**config.mk**
```make
export PLATFORM = sky130hd
export DESIGN_NAME = pga_phase_gradient_estimator_top
export DESIGN_NICKNAME = d
export VERILOG_FILES = /design/src/pga_pkg.sv /design/src/pga_cordic.sv /design/src/pga_ctrl.sv /design/src/pga_dp.sv /design/src/pga_phase_gradient_estimator_top.sv
export SDC_FILE = /design/constraint.sdc
export NUM_CORES = 2
export LEC_CHECK = 0
export BUFFER_PORTS_ARGS = -buffer_cell sky130_fd_sc_hd__buf_2
export CAP_MARGIN = 10
export CORE_MARGIN = 2
export CORE_UTILIZATION = 30
export CTS_CLUSTER_SIZE = 14
export DETAILED_ROUTE_END_ITERATION = 8
export SYNTH_ARGS = -nofsm -noshare
export SYNTH_HDL_FRONTEND = slang
export SYNTH_SLANG_ARGS = --single-unit
```
**constraint.sdc**
```tcl
create_clock -name clk -period 17.4 [get_ports clk]
set_input_delay 0 -clock clk [delete_from_list [all_inputs] [get_ports clk]]
set_output_delay 0 -clock clk [all_outputs]
set_load 0.02 [all_outputs]
```
**src/pga_pkg.sv**
```systemverilog
`default_nettype none
package pga_pkg;

  localparam int SAMPLE_W     = 16;
  localparam int PROD_W       = 2 * SAMPLE_W;
  localparam int ACC_W        = PROD_W + 1;
  localparam int CORD_W       = ACC_W + 3;
  localparam int TURN_W       = 32;
  localparam int ANGLE_W      = 16;
  localparam int CORDIC_STEPS = 16;
  localparam int STEP_W       = $clog2(CORDIC_STEPS);
  localparam int COUNT_W      = 12;
  localparam int TAG_W        = 32;

  localparam logic [COUNT_W-1:0] COUNT_MAX = {COUNT_W{1'b1}};
  localparam logic [COUNT_W-1:0] PAIR_CAP  = {COUNT_W{1'b1}};
  localparam logic [TURN_W-1:0]  HALF_TURN = {1'b1, {(TURN_W-1){1'b0}}};
  localparam logic [TURN_W-1:0]  ROUND_ADD = {{(ANGLE_W){1'b0}}, 1'b1, {(TURN_W-ANGLE_W-1){1'b0}}};

  typedef enum logic [1:0] {
    ST_OK          = 2'd0,
    ST_BAD_TAG     = 2'd1,
    ST_BAD_PROFILE = 2'd2,
    ST_FEW_PAIRS   = 2'd3
  } status_t;

  typedef enum logic [1:0] {
    MUL_RR,
    MUL_II,
    MUL_RI,
    MUL_IR
  } mul_sel_t;

  typedef enum logic [2:0] {
    ACC_NONE,
    ACC_RE_LOAD,
    ACC_RE_ADD,
    ACC_IM_LOAD,
    ACC_IM_SUB
  } acc_op_t;

  typedef enum logic [3:0] {
    S_IDLE,
    S_MUL0,
    S_MUL1,
    S_MUL2,
    S_MUL3,
    S_MACC,
    S_CINIT,
    S_CORD,
    S_FINISH
  } state_t;

  typedef struct packed {
    logic              load;
    logic              mul_en;
    mul_sel_t          mul_sel;
    acc_op_t           acc_op;
    logic              cord_init;
    logic              cord_step;
    logic [STEP_W-1:0] cord_idx;
    logic              commit;
  } cmd_t;

  typedef struct packed {
    logic pair_ok;
    logic out_free;
  } sts_t;

  // atan(2^-i) in full-turn units, 2^32 being one turn
  function automatic logic [TURN_W-1:0] atan_turns(input logic [STEP_W-1:0] idx);
    logic [TURN_W-1:0] v;
    case (idx)
      4'd0:    v = 32'h20000000;
      4'd1:    v = 32'h12E4051E;
      4'd2:    v = 32'h09FB385B;
      4'd3:    v = 32'h051111D4;
      4'd4:    v = 32'h028B0D43;
      4'd5:    v = 32'h0145D7E1;
      4'd6:    v = 32'h00A2F61E;
      4'd7:    v = 32'h00517C55;
      4'd8:    v = 32'h0028BE53;
      4'd9:    v = 32'h00145F2F;
      4'd10:   v = 32'h000A2F98;
      4'd11:   v = 32'h000517CC;
      4'd12:   v = 32'h00028BE6;
      4'd13:   v = 32'h000145F3;
      4'd14:   v = 32'h0000A2FA;
      4'd15:   v = 32'h0000517D;
      default: v = '0;
    endcase
    return v;
  endfunction

endpackage
`default_nettype wire

```
**src/pga_cordic.sv**
```systemverilog
`default_nettype none
module pga_cordic (
  input  wire                             clk,
  input  wire                             init,
  input  wire                             step,
  input  wire  [pga_pkg::STEP_W-1:0]      idx,
  input  wire  signed [pga_pkg::ACC_W-1:0] re,
  input  wire  signed [pga_pkg::ACC_W-1:0] im,
  output logic [pga_pkg::TURN_W-1:0]      z
);
  import pga_pkg::*;

  logic signed [CORD_W-1:0] x_r, x_nxt;
  logic signed [CORD_W-1:0] y_r, y_nxt;
  logic        [TURN_W-1:0] z_r, z_nxt;
  logic signed [CORD_W-1:0] xe, ye, dx, dy;
  logic                     y_pos;

  always_comb begin
    xe    = {{(CORD_W-ACC_W){re[ACC_W-1]}}, re};
    ye    = {{(CORD_W-ACC_W){im[ACC_W-1]}}, im};
    dx    = y_r >>> idx;
    dy    = x_r >>> idx;
    y_pos = !y_r[CORD_W-1] && (y_r != '0);
    x_nxt = x_r;
    y_nxt = y_r;
    z_nxt = z_r;
    if (init) begin
      // fold the left half plane onto the right one
      if (xe[CORD_W-1]) begin
        x_nxt = -xe;
        y_nxt = -ye;
        z_nxt = HALF_TURN;
      end else begin
        x_nxt = xe;
        y_nxt = ye;
        z_nxt = '0;
      end
    end else if (step) begin
      if (y_pos) begin
        x_nxt = x_r + dx;
        y_nxt = y_r - dy;
        z_nxt = z_r + atan_turns(idx);
      end else begin
        x_nxt = x_r - dx;
        y_nxt = y_r + dy;
        z_nxt = z_r - atan_turns(idx);
      end
    end
  end

  always_ff @(posedge clk) begin
    x_r <= x_nxt;
    y_r <= y_nxt;
    z_r <= z_nxt;
  end

  assign z = z_r;

endmodule
`default_nettype wire

```
**src/pga_ctrl.sv**
```systemverilog
`default_nettype none
module pga_ctrl (
  input  wire           clk,
  input  wire           rst_n,
  input  wire           in_tvalid,
  output logic          in_tready,
  input  pga_pkg::sts_t sts,
  output pga_pkg::cmd_t cmd
);
  import pga_pkg::*;

  state_t            state_r, state_nxt;
  logic [STEP_W-1:0] cnt_r, cnt_nxt;
  localparam logic [STEP_W-1:0] LAST_STEP = STEP_W'(CORDIC_STEPS - 1);

  always_comb begin
    state_nxt = state_r;
    cnt_nxt   = cnt_r;
    case (state_r)
      S_IDLE:   if (in_tvalid) state_nxt = sts.pair_ok ? S_MUL0 : S_FINISH;
      S_MUL0:   state_nxt = S_MUL1;
      S_MUL1:   state_nxt = S_MUL2;
      S_MUL2:   state_nxt = S_MUL3;
      S_MUL3:   state_nxt = S_MACC;
      S_MACC:   state_nxt = S_CINIT;
      S_CINIT: begin
        state_nxt = S_CORD;
        cnt_nxt   = '0;
      end
      S_CORD: begin
        cnt_nxt = cnt_r + 1'b1;
        if (cnt_r == LAST_STEP) state_nxt = S_FINISH;
      end
      S_FINISH: if (sts.out_free) state_nxt = S_IDLE;
      default:  state_nxt = S_IDLE;
    endcase
  end

  always_comb begin
    cmd          = '0;
    cmd.mul_sel  = MUL_RR;
    cmd.acc_op   = ACC_NONE;
    cmd.cord_idx = cnt_r;
    in_tready    = 1'b0;
    case (state_r)
      S_IDLE: begin
        in_tready = 1'b1;
        cmd.load  = in_tvalid;
      end
      S_MUL0: begin
        cmd.mul_en  = 1'b1;
        cmd.mul_sel = MUL_RR;
      end
      S_MUL1: begin
        cmd.mul_en  = 1'b1;
        cmd.mul_sel = MUL_II;
        cmd.acc_op  = ACC_RE_LOAD;
      end
      S_MUL2: begin
        cmd.mul_en  = 1'b1;
        cmd.mul_sel = MUL_RI;
        cmd.acc_op  = ACC_RE_ADD;
      end
      S_MUL3: begin
        cmd.mul_en  = 1'b1;
        cmd.mul_sel = MUL_IR;
        cmd.acc_op  = ACC_IM_LOAD;
      end
      S_MACC:   cmd.acc_op = ACC_IM_SUB;
      S_CINIT:  cmd.cord_init = 1'b1;
      S_CORD:   cmd.cord_step = 1'b1;
      S_FINISH: cmd.commit = sts.out_free;
      default:  cmd = '0;
    endcase
  end

  always_ff @(posedge clk) begin
    if (!rst_n) begin
      state_r <= S_IDLE;
      cnt_r   <= '0;
    end else begin
      state_r <= state_nxt;
      cnt_r   <= cnt_nxt;
    end
  end

endmodule
`default_nettype wire

```
**src/pga_dp.sv**
```systemverilog
`default_nettype none
module pga_dp (
  input  wire                                clk,
  input  wire                                rst_n,
  input  pga_pkg::cmd_t                      cmd,
  output pga_pkg::sts_t                      sts,
  input  wire  [pga_pkg::TAG_W-1:0]          in_tag,
  input  wire  signed [pga_pkg::SAMPLE_W-1:0] in_real,
  input  wire  signed [pga_pkg::SAMPLE_W-1:0] in_imag,
  input  wire                                in_sup,
  input  wire                                in_last,
  input  wire                                cfg_we,
  input  wire  [pga_pkg::COUNT_W-1:0]        cfg_data,
  input  wire                                out_tready,
  output logic                               out_tvalid,
  output logic [pga_pkg::TAG_W-1:0]          out_tag,
  output logic [pga_pkg::COUNT_W-1:0]        out_index,
  output logic [pga_pkg::ANGLE_W-1:0]        out_grad,
  output logic                               out_pvalid,
  output logic                               out_last,
  output pga_pkg::status_t                   out_status,
  output logic [pga_pkg::COUNT_W-1:0]        out_vtotal
);
  import pga_pkg::*;

  // current item
  logic        [TAG_W-1:0]    cur_tag_r;
  logic signed [SAMPLE_W-1:0] cur_real_r, cur_imag_r;
  logic                       cur_sup_r, cur_last_r, pair_ok_r;
  // profile state
  logic signed [SAMPLE_W-1:0] prev_real_r, prev_imag_r;
  logic                       prev_sup_r, have_prev_r;
  logic        [COUNT_W-1:0]  pair_cnt_r, valid_cnt_r, min_pairs_r;
  logic        [TAG_W-1:0]    held_tag_r;
  // complex product
  logic signed [SAMPLE_W-1:0] ma, mb;
  logic signed [PROD_W-1:0]   prod_r, prod_nxt;
  logic signed [ACC_W-1:0]    re_r, re_nxt, im_r, im_nxt;
  // commit values
  logic [TURN_W-1:0]  z, z_rnd;
  logic [TAG_W-1:0]   tag_eff;
  logic [COUNT_W-1:0] pc_base, vc_base, pc_new, vc_new;
  logic               pair_ok_now, emit;
  status_t            status;
  // output register
  logic                out_valid_r;
  logic [TAG_W-1:0]    out_tag_r;
  logic [COUNT_W-1:0]  out_index_r, out_vtotal_r;
  logic [ANGLE_W-1:0]  out_grad_r;
  logic                out_pvalid_r, out_last_r;
  status_t             out_status_r;

  assign pair_ok_now = have_prev_r && prev_sup_r && in_sup &&
                       ((prev_real_r != '0) || (prev_imag_r != '0)) &&
                       ((in_real != '0) || (in_imag != '0));
  assign sts.pair_ok  = pair_ok_now;
  assign sts.out_free = !out_valid_r || out_tready || !emit;

  always_comb begin
    case (cmd.mul_sel)
      MUL_RR:  begin ma = prev_real_r; mb = cur_real_r; end
      MUL_II:  begin ma = prev_imag_r; mb = cur_imag_r; end
      MUL_RI:  begin ma = prev_real_r; mb = cur_imag_r; end
      MUL_IR:  begin ma = prev_imag_r; mb = cur_real_r; end
      default: begin ma = prev_real_r; mb = cur_real_r; end
    endcase
    prod_nxt = cmd.mul_en ? ma * mb : prod_r;
    re_nxt   = re_r;
    im_nxt   = im_r;
    case (cmd.acc_op)
      ACC_RE_LOAD: re_nxt = ACC_W'(prod_r);
      ACC_RE_ADD:  re_nxt = re_r + ACC_W'(prod_r);
      ACC_IM_LOAD: im_nxt = ACC_W'(prod_r);
      ACC_IM_SUB:  im_nxt = im_r - ACC_W'(prod_r);
      default:     ;
    endcase
  end

  pga_cordic u_cordic (
    .clk  (clk),
    .init (cmd.cord_init),
    .step (cmd.cord_step),
    .idx  (cmd.cord_idx),
    .re   (re_r),
    .im   (im_r),
    .z    (z)
  );

  always_comb begin
    z_rnd   = z + ROUND_ADD;
    tag_eff = have_prev_r ? held_tag_r : cur_tag_r;
    pc_base = have_prev_r ? pair_cnt_r : '0;
    vc_base = have_prev_r ? valid_cnt_r : '0;
    vc_new  = (pair_ok_r && (vc_base != COUNT_MAX)) ? vc_base + 1'b1 : vc_base;
    pc_new  = (have_prev_r && (pc_base != PAIR_CAP)) ? pc_base + 1'b1 : pc_base;
    emit    = have_prev_r || cur_last_r;
    status  = ST_OK;
    if (cur_last_r) begin
      if (tag_eff == '0)                          status = ST_BAD_TAG;
      else if (!have_prev_r || min_pairs_r == '0) status = ST_BAD_PROFILE;
      else if (vc_new < min_pairs_r)              status = ST_FEW_PAIRS;
      else                                        status = ST_OK;
    end
  end

  always_ff @(posedge clk) begin
    prod_r <= prod_nxt;
    re_r   <= re_nxt;
    im_r   <= im_nxt;
    if (cmd.load) begin
      cur_tag_r  <= in_tag;
      cur_real_r <= in_real;
      cur_imag_r <= in_imag;
      cur_sup_r  <= in_sup;
      cur_last_r <= in_last;
      pair_ok_r  <= pair_ok_now;
    end
    if (cmd.commit && emit) begin
      out_tag_r    <= tag_eff;
      out_index_r  <= pc_base;
      out_grad_r   <= pair_ok_r ? z_rnd[TURN_W-1 -: ANGLE_W] : '0;
      out_pvalid_r <= pair_ok_r;
      out_last_r   <= cur_last_r;
      out_status_r <= status;
      out_vtotal_r <= vc_new;
    end
  end

  always_ff @(posedge clk) begin
    if (!rst_n) begin
      min_pairs_r <= COUNT_W'(1);
      prev_real_r <= '0;
      prev_imag_r <= '0;
      prev_sup_r  <= 1'b0;
      have_prev_r <= 1'b0;
      pair_cnt_r  <= '0;
      valid_cnt_r <= '0;
      held_tag_r  <= '0;
      out_valid_r <= 1'b0;
    end else begin
      if (cfg_we) min_pairs_r <= cfg_data;
      if (cmd.commit) begin
        held_tag_r <= tag_eff;
        if (cur_last_r) begin
          prev_real_r <= '0;
          prev_imag_r <= '0;
          prev_sup_r  <= 1'b0;
          have_prev_r <= 1'b0;
          pair_cnt_r  <= '0;
          valid_cnt_r <= '0;
        end else begin
          prev_real_r <= cur_real_r;
          prev_imag_r <= cur_imag_r;
          prev_sup_r  <= cur_sup_r;
          have_prev_r <= 1'b1;
          pair_cnt_r  <= pc_new;
          valid_cnt_r <= vc_new;
        end
      end
      if (cmd.commit && emit) out_valid_r <= 1'b1;
      else if (out_tready)    out_valid_r <= 1'b0;
    end
  end

  assign out_tvalid = out_valid_r;
  assign out_tag    = out_tag_r;
  assign out_index  = out_index_r;
  assign out_grad   = out_grad_r;
  assign out_pvalid = out_pvalid_r;
  assign out_last   = out_last_r;
  assign out_status = out_status_r;
  assign out_vtotal = out_vtotal_r;

endmodule
`default_nettype wire

```
**src/pga_phase_gradient_estimator_top.sv**
```systemverilog
// Phase gradient estimator for autofocus. Feed one complex aperture sample
// per item, a profile at a time, with tlast on its final sample. Each sample
// after the first yields one result for the pair (previous, current): the
// angle of conj(previous) * current in 16-bit turn units (32768 is pi, pi
// itself shows as -32768), or zero with pair_valid low when either sample is
// unsupported or zero. The result of the last sample carries tlast and the
// profile status. The request tag is taken from the first sample only.
// A valid pair runs states MUL0 to MUL3 and MACC, where one shared 16x16
// multiplier forms the four partial products of the complex product, then
// CINIT and a single CORDIC stage running 16 iterations; any other sample
// goes from IDLE straight to FINISH. A held output stalls the block only
// when its next result is ready. min_valid_pairs is written through cfg_
// and may only be changed while the block is idle; it resets to 1.
`default_nettype none
module pga_phase_gradient_estimator_top (
  input  wire         clk,
  input  wire         rst_n,
  // in_tdata: request_tag[31:0], sample_real[47:32], sample_imag[63:48]
  input  wire  [63:0] in_tdata,
  // in_tuser: supported
  input  wire         in_tuser,
  input  wire         in_tlast,
  input  wire         in_tvalid,
  output logic        in_tready,
  // out_tdata: result_tag[31:0], pair_index[43:32], gradient[59:44],
  //            valid_pair_total[71:60]
  output logic [71:0] out_tdata,
  // out_tuser: pair_valid[0], status[2:1]
  output logic [2:0]  out_tuser,
  output logic        out_tlast,
  output logic        out_tvalid,
  input  wire         out_tready,
  // cfg_data: min_valid_pairs
  input  wire  [11:0] cfg_data,
  input  wire         cfg_valid,
  output logic        cfg_ready
);
  import pga_pkg::*;

  cmd_t               cmd;
  sts_t               sts;
  logic [TAG_W-1:0]   res_tag;
  logic [COUNT_W-1:0] res_index, res_vtotal;
  logic [ANGLE_W-1:0] res_grad;
  logic               res_pvalid;
  status_t            res_status;

  // the register write never stalls
  assign cfg_ready = 1'b1;

  pga_ctrl u_ctrl (
    .clk       (clk),
    .rst_n     (rst_n),
    .in_tvalid (in_tvalid),
    .in_tready (in_tready),
    .sts       (sts),
    .cmd       (cmd)
  );

  pga_dp u_dp (
    .clk        (clk),
    .rst_n      (rst_n),
    .cmd        (cmd),
    .sts        (sts),
    .in_tag     (in_tdata[31:0]),
    .in_real    (in_tdata[47:32]),
    .in_imag    (in_tdata[63:48]),
    .in_sup     (in_tuser),
    .in_last    (in_tlast),
    .cfg_we     (cfg_valid && cfg_ready),
    .cfg_data   (cfg_data),
    .out_tready (out_tready),
    .out_tvalid (out_tvalid),
    .out_tag    (res_tag),
    .out_index  (res_index),
    .out_grad   (res_grad),
    .out_pvalid (res_pvalid),
    .out_last   (out_tlast),
    .out_status (res_status),
    .out_vtotal (res_vtotal)
  );

  // pack the result fields, lowest field first
  assign out_tdata = {res_vtotal, res_grad, res_index, res_tag};
  assign out_tuser = {res_status, res_pvalid};

endmodule
`default_nettype wire

```
# Yosys cells after proc, flatten, opt, wreduce, memory -nomap -nowiden
# Memories as Yosys holds them, arrays and structs flattened.
# Cells that the tools add are included.
# W data, S select, Z words.
[op_classes]
add_sub_neg = 14
mul = 1
n_div = 0
magnitude_cmp = 1
eq_ne = 21
shifts = 2
mux = 52
bitwise = 1
n_reduce_logical = 39
[op_table]
columns = ["operator", "count"]
rows = [
  ["$mux W32", 11],
  ["$mux W36", 8],
  ["$pmux W33 S2", 2],
  ["$add A36 B36 Y36", 2],
  ["$mux W12", 6],
  ["$neg A33 Y36", 2],
  ["$sshr A36 B4 Y36", 2],
  ["$sub A36 B36 Y36", 2],
  ["$pmux W16 S2", 2],
  ["$reduce_bool A16 Y1", 4],
  ["$pmux W4 S9", 1],
  ["$reduce_bool A36 Y1", 1],
  ["$add A33 B32 Y33", 1],
  ["$sub A33 B32 Y33", 1],
  ["$add A32 B16 Y32 const B", 1],
  ["$add A32 B32 Y32", 1],
  ["$logic_not A32 Y1", 1],
  ["$mul A16 B16 Y32", 1],
  ["$mux W16", 2],
  ["$sub A32 B32 Y32", 1],
  ["$add A12 B1 Y12 const B", 2],
  ["$ne A12 B12 Y1 const B", 2],
  ["$pmux W3 S4", 2],
  ["$mux W4", 5],
  ["27 further kinds", 68],
]
[totals]
register_bits = 456
latchBits = 0
ram_bits = 0
mem_bits_ro = 960
inputBits = 83
out_inout_bits = 79
wordCells = 164
memories = 2
[mem_list]
columns = ["memory", "words", "width", "read_ports", "rd_ports_with_merged_regs", "write_ports", "line", "rtl"]
rows = [
  ["(no name shown)", 16, 30, 1, 0, 0, "pga_pkg.sv:73", "case (idx)"],
  ["(no name shown)", 16, 30, 1, 0, 0, "pga_pkg.sv:73", ""],
]

# Longest topological paths before layout
# An unclocked memory read counts as a cell.
[logic_depth]
depth_word = 11
mapped_depth = 32

# Hierarchy
# A second synthesis with hierarchy kept.
[unflattened]
hier_cells = 4762
hier_area_um2 = 44477.7
[by_module_without_submodules]
columns = ["module", "instances", "cells_per_inst", "area_each_um2", "seq_area_each_um2"]
rows = [
  ["pga_dp", 1, 2718, 26935.8, 9298.9],
  ["pga_cordic", 1, 1970, 16978.8, 3123.0],
  ["pga_ctrl", 1, 71, 544.3, 160.2],
  ["pga_phase_gradient_estimator_top", 1, 3, 18.8, 0.0],
]

# Worst setup path after synthesis
# No wires, ideal clock.
[synth_path]
kind = "register to register"
startpoint = "register u_ctrl.state_r[2]"
endpoint = "register u_dp.prod_r[30], data pin"
setup_time_ns = 0.135
arrival_time_ns = 10.657
slack_ns = 6.608
path_stages_with_launch = 30
path_buffers = 3
synth_period_minus_slack_ns = 10.792
cell_sequence = "dfxtp_1 > clkbuf_1 > nor3b_1 > nor2_1 > nor2_1 > clkbuf_1 > buf_1 > mux2i_1 > nor2_1 > fa_1 > fa_1 > ha_1 > inv_1 > fa_1 > inv_1 > fa_1 > inv_1 > fa_1 > inv_1 > ha_1 > or3_1 > o21a_1 > a2111oi_0 > o31ai_1 > o2111ai_1 > inv_1 > a221oi_1 > o21ai_0 > or4_1 > nand3_1"
[synth_via]
elab_chain_cells = 6
word_cells_on_any_way = 16
cone_classes = "1 x mul; 7 x eq/ne; 3 x mux; 5 x reduce/logical"
[synth_rtl]
columns = ["item", "line", "rtl"]
rows = [
  ["start: declaration", "pga_ctrl.sv:12", "state_t state_r, state_nxt;"],
  ["start signal: assignment", "pga_ctrl.sv:82", "state_r <= state_nxt;"],
  ["$eq A4 B3 Y1, or another cell as far along", "pga_ctrl.sv:45", "case (state_r)"],
  ["$pmux W3 S4 (*)", "pga_ctrl.sv:45", ""],
  ["$eq A2 B1 Y1, or another cell as far along", "pga_dp.sv:60", "case (cmd.mul_sel)"],
  ["$reduce_or A2 Y1 (no source line)", "--", ""],
  ["$pmux W16 S2", "pga_dp.sv:60", ""],
  ["$mul A16 B16 Y32 (*)", "pga_dp.sv:67", "prod_nxt = cmd.mul_en ? ma * mb : prod_r;"],
  ["end signal: assignment", "pga_dp.sv:107", "prod_r <= prod_nxt;"],
  ["end: declaration", "pga_dp.sv:37", "logic signed [PROD_W-1:0] prod_r, prod_nxt;"],
]
# Mark *: on every way between the ends. The rest lies on a longest branch, timed or not.
# A chain may end at the register's enable or synchronous reset.

# Worst setup path in the final report
[layout_path]
startpoint = "register u_ctrl.state_r[1]"
endpoint = "register u_dp.prod_r[30], data pin"
# Same word-level chain as after synthesis.

==> results.py <==
metrics = {
    "route": {
        "drtAntennaViolNets": 0,
        "drtIter0Drc": 3155,
        "firstDrtPassIters": 6,
        "drc": 0,
        "wirelength_mm": 131.5,
        "wire_per_inst_um": 18.84,
        "viasPerCell": 5.264,
        "vias": 36740,
    },
    "global_routing": {
        "grt_antenna_before_repair": 1,
        "grt_overflow": 0,
        "grt_pass1_wl_mm": 206.7,
        "grt_max_degree": 112,
        "grt.total_usage_pct": 17.16,
        "grt_pass1_vias": 36110,
    },
    "critical_path": {
        "crit_type": "flip-flop to flip-flop",
        "crit_arrival_ns": 10.42,
        "cp.required_ns": 17.93,
        "critPathMaxFanout": 60,
        "cp-start-kind": "flip-flop",
        "end_kind": "flip-flop",
    },
    "sta": {
        "fin_tns_setup_ns": 0,
        "finalHoldViolCount": 0,
        "tightest_slew_ns": 1.207,
        "timing.final.crit_share_pct": 56.86,
        "fmax_mhz": 101.1,
        "rsz0062_at_grt": "false",
        "post-route-min-period_ns": 9.894,
        "final-max-slew-violation-count": 0,
        "setup_viol": 0,
        "finClkSkew_ns": 0.03257,
        "slew_headroom_pct": 17.25,
    },
    "cts": {
        "clock_sinks": 456,
        "cts_setup_buffers": 0,
        "cts-root-buf": "clkbuf_16",
        "path_clk_slew_ns": 0.06,
        "cts.path.max_buffers": 3,
        "clk_latency_ns": 0.67,
        "htree_levels": 2,
        "tritoncts": "done",
        "cts_inserted_buffers": 53,
    },
    "synth": {
        "synth_compound_area_share_pct": 17.33,
        "synth_async_sr_flop_share_pct": 0,
        "synth-simple-area-share_pct": 16.59,
        "syn-cell-area_sq_um": 43870,
        "synthAdderAreaFrac_pct": 19.94,
        "syn_avg_cell_area_sq_um": 8.981,
        "synth_cell_type_count": 87,
        "synth_nets": 5507,
        "synthFlopType": "edfxtp_1",
        "synth-xor-area-share_pct": 6.888,
        "syn-instance-count": 4885,
        "synth_edf_count": 345,
        "synth_top_family_by_area": "adder cells",
        "synth_mux_area_share_pct": 4.774,
        "yosysWarnings": 0,
        "ys_seq_area_share_pct": 28.68,
        "synth-seq-cells": 456,
    },
    "run_status": {
        "status": "complete, no violations",
    },
    "finish": {
        "final_cell_mix": "nand2_1, inv_1, nor2_1",
        "fillCellCount": 14900,
        "drive_gt1_share_pct": 8.042,
        "fin_util_pct": 33.95,
        "antenna_cells": 0,
        "design_area_sq_um": 49350,
        "regArea_sq_um": 12590,
        "final_cell_count_no_fill": 6978,
        "multi_input_area_sq_um": 28840,
        "syn_to_final_growth_pct": 12.50,
        "layout_commonest_cell": "nand2_1",
        "nets": 5639,
    },
    "place": {
        "portBuffers": 160,
        "dpl.cell_count": 6786,
        "placed_area_sq_um": 46630,
        "routabilityCongestion": 0.9341,
        "post-dp-hpwl_mm": 98.51,
    },
    "die": {
        "core_area_sq_um": 145400,
        "ioPinCount": 162,
        "start_util_pct": 30.17,
        "die_h_um": 386.4,
        "rows": 140,
        "die-area_sq_um": 149300,
        "die_w_um": 386.4,
    },
    "power_and_ir_drop": {
        "peakVddDrop_mv": 0.07038,
        "p_per_area_nw_per_um2": 57.66,
        "total_leakage_power_nw": 20.21,
    },
    "hold_path": {
        "min_path_type": "input port to flip-flop",
    },
    "flow_run": {
        "cap_viol_max_count": 0,
    },
}
sequential cells by signal (all words and copies together) (netlist names), 32 cells and up:
register and cells:
u_dp.prod_r 32, u_dp.out_tag 32, u_dp.u_cordic.x_r 36, u_dp.im_r 33, u_dp.cur_tag_r 32, u_dp.held_tag_r 32, u_dp.u_cordic.z 32, u_dp.re_r 33
u_dp.u_cordic.y_r 36
power by group:
group	internal, mW	leakage [nW]	switching [mW]	total, mW
clock network	0.676	0.875	0.509	1.18
logic	0.185	15.3	0.259	0.444
registers	1.20	4.08	0.0158	1.22
path summary, 6_finish.rpt:
path,end,from,slack (ns),cells after the start
max,u_dp.prod_r[30],u_ctrl.state_r[1],7.51,27
min,u_dp.cur_tag_r[22],in_tdata[22],0.06,2
max reg2reg,u_dp.prod_r[30],u_ctrl.state_r[1],7.51,27
min reg2reg,u_dp.prev_sup_r,u_dp.prev_sup_r,0.48,2
cell families (layout without fill, tap and decap cells):
kind of cell             after synthesis  after routing
AND/OR/NAND/NOR                     1529           1529
AO/OA/AOI/OAI                       1157           1157
buffers and inverters                654            830
adder cells (fa/ha/maj)              539            539
flip-flops                           456            456
XOR/XNOR                             345            345
multiplexers                         204            204
other                                  1              1
metal layers:
| metal | share of wire [%] | routed length, um | global-route usage, % | up-vias |
|---|---|---|---|---|
| met5 | 0.011 | 14 | 0 | - |
| met4 | 3.6 | 4781 | 6.260 | 2 |
| met3 | 5.3 | 7013 | 2.283 | 229 |
| met2 | 46 | 60310 | 27.84 | 1052 |
| met1 | 45 | 59350 | 23.28 | 17870 |
| li1 | - | - | - | 17580 |
critical path, cell delays in order (launching register included):
cell	delay, ns
dfxtp_1	0.60
nor3b_2	0.25
buf_4	0.76
nor2_1	0.17
nor2_4	0.82
mux2i_1	0.99
nor2_1	0.15
fa_1	0.50
fa_1	0.52
ha_1	0.14
inv_1	0.05
fa_1	0.47
inv_1	0.05
fa_1	0.52
inv_1	0.05
fa_1	0.47
inv_1	0.04
ha_1	0.20
or3_1	0.43
o21a_1	0.20
a2111oi_0	0.62
o31ai_1	0.25
o2111ai_1	0.23
inv_1	0.11
a221oi_1	0.36
o21ai_0	0.22
or4_1	0.43
nand3_1	0.09
cell type report:
class                           count  area share (%)
Tap cell                         1917           4.860
Inverter                          425           3.237
Timing Repair Buffer              306           4.315
Clock inverter                     31          0.8163
Multi-Input combinational cell   3775           58.44
Sequential cell                   456           25.51
Clock buffer                       68           2.822
cells in the mapped netlist (all sizes together), types with 39 or more instances:
master,instances,area share (%)
nand2,479,4.1
inv,421,3.6
nor2,392,3.4
edfxtp,345,24
o21ai,277,3.2
ha,272,7.8
fa,267,12
a21oi,253,2.9
xnor2,217,4.3
mux2i,162,3.7
clkbuf,160,1.4
nand3,132,1.5
xor2,128,2.6
dfxtp,111,5.1
a21o,102,1.7
nor2b,85,1.2
nor3,73,0.83
buf,69,0.78
o31ai,59,1.1
nand4,54,0.77
a22oi,52,0.89
a211oi,51,0.87
a31oi,51,0.73
nor4,48,0.68
and2,47,0.67
nand3b,44,0.75
a21boi,43,0.74
mux2,42,1.1
nand2b,39,0.56
repair_timing:
action / 4_1_cts / 5_1_grt
endpoints found under the setup margin: 0 / 0
resized for setup: 0 / 0
hold buffers: 93 / 0
hold endpoints to repair: 81 / 0
stage by stage:
stage | hold WS, ns | worst slack [ns] | power, mW
after floorplan | 0.09887 | 6.608 | 1.536
after global placement | 0.1782 | 7.655 | 1.656
after detailed placement | 0.1789 | 7.457 | 1.663
after CTS | 0.01557 | 7.456 | 2.876
after global routing | 0.02740 | 6.883 | 2.970
final | 0.05765 | 7.506 | 2.846
(Power assumes the default switching activity.)
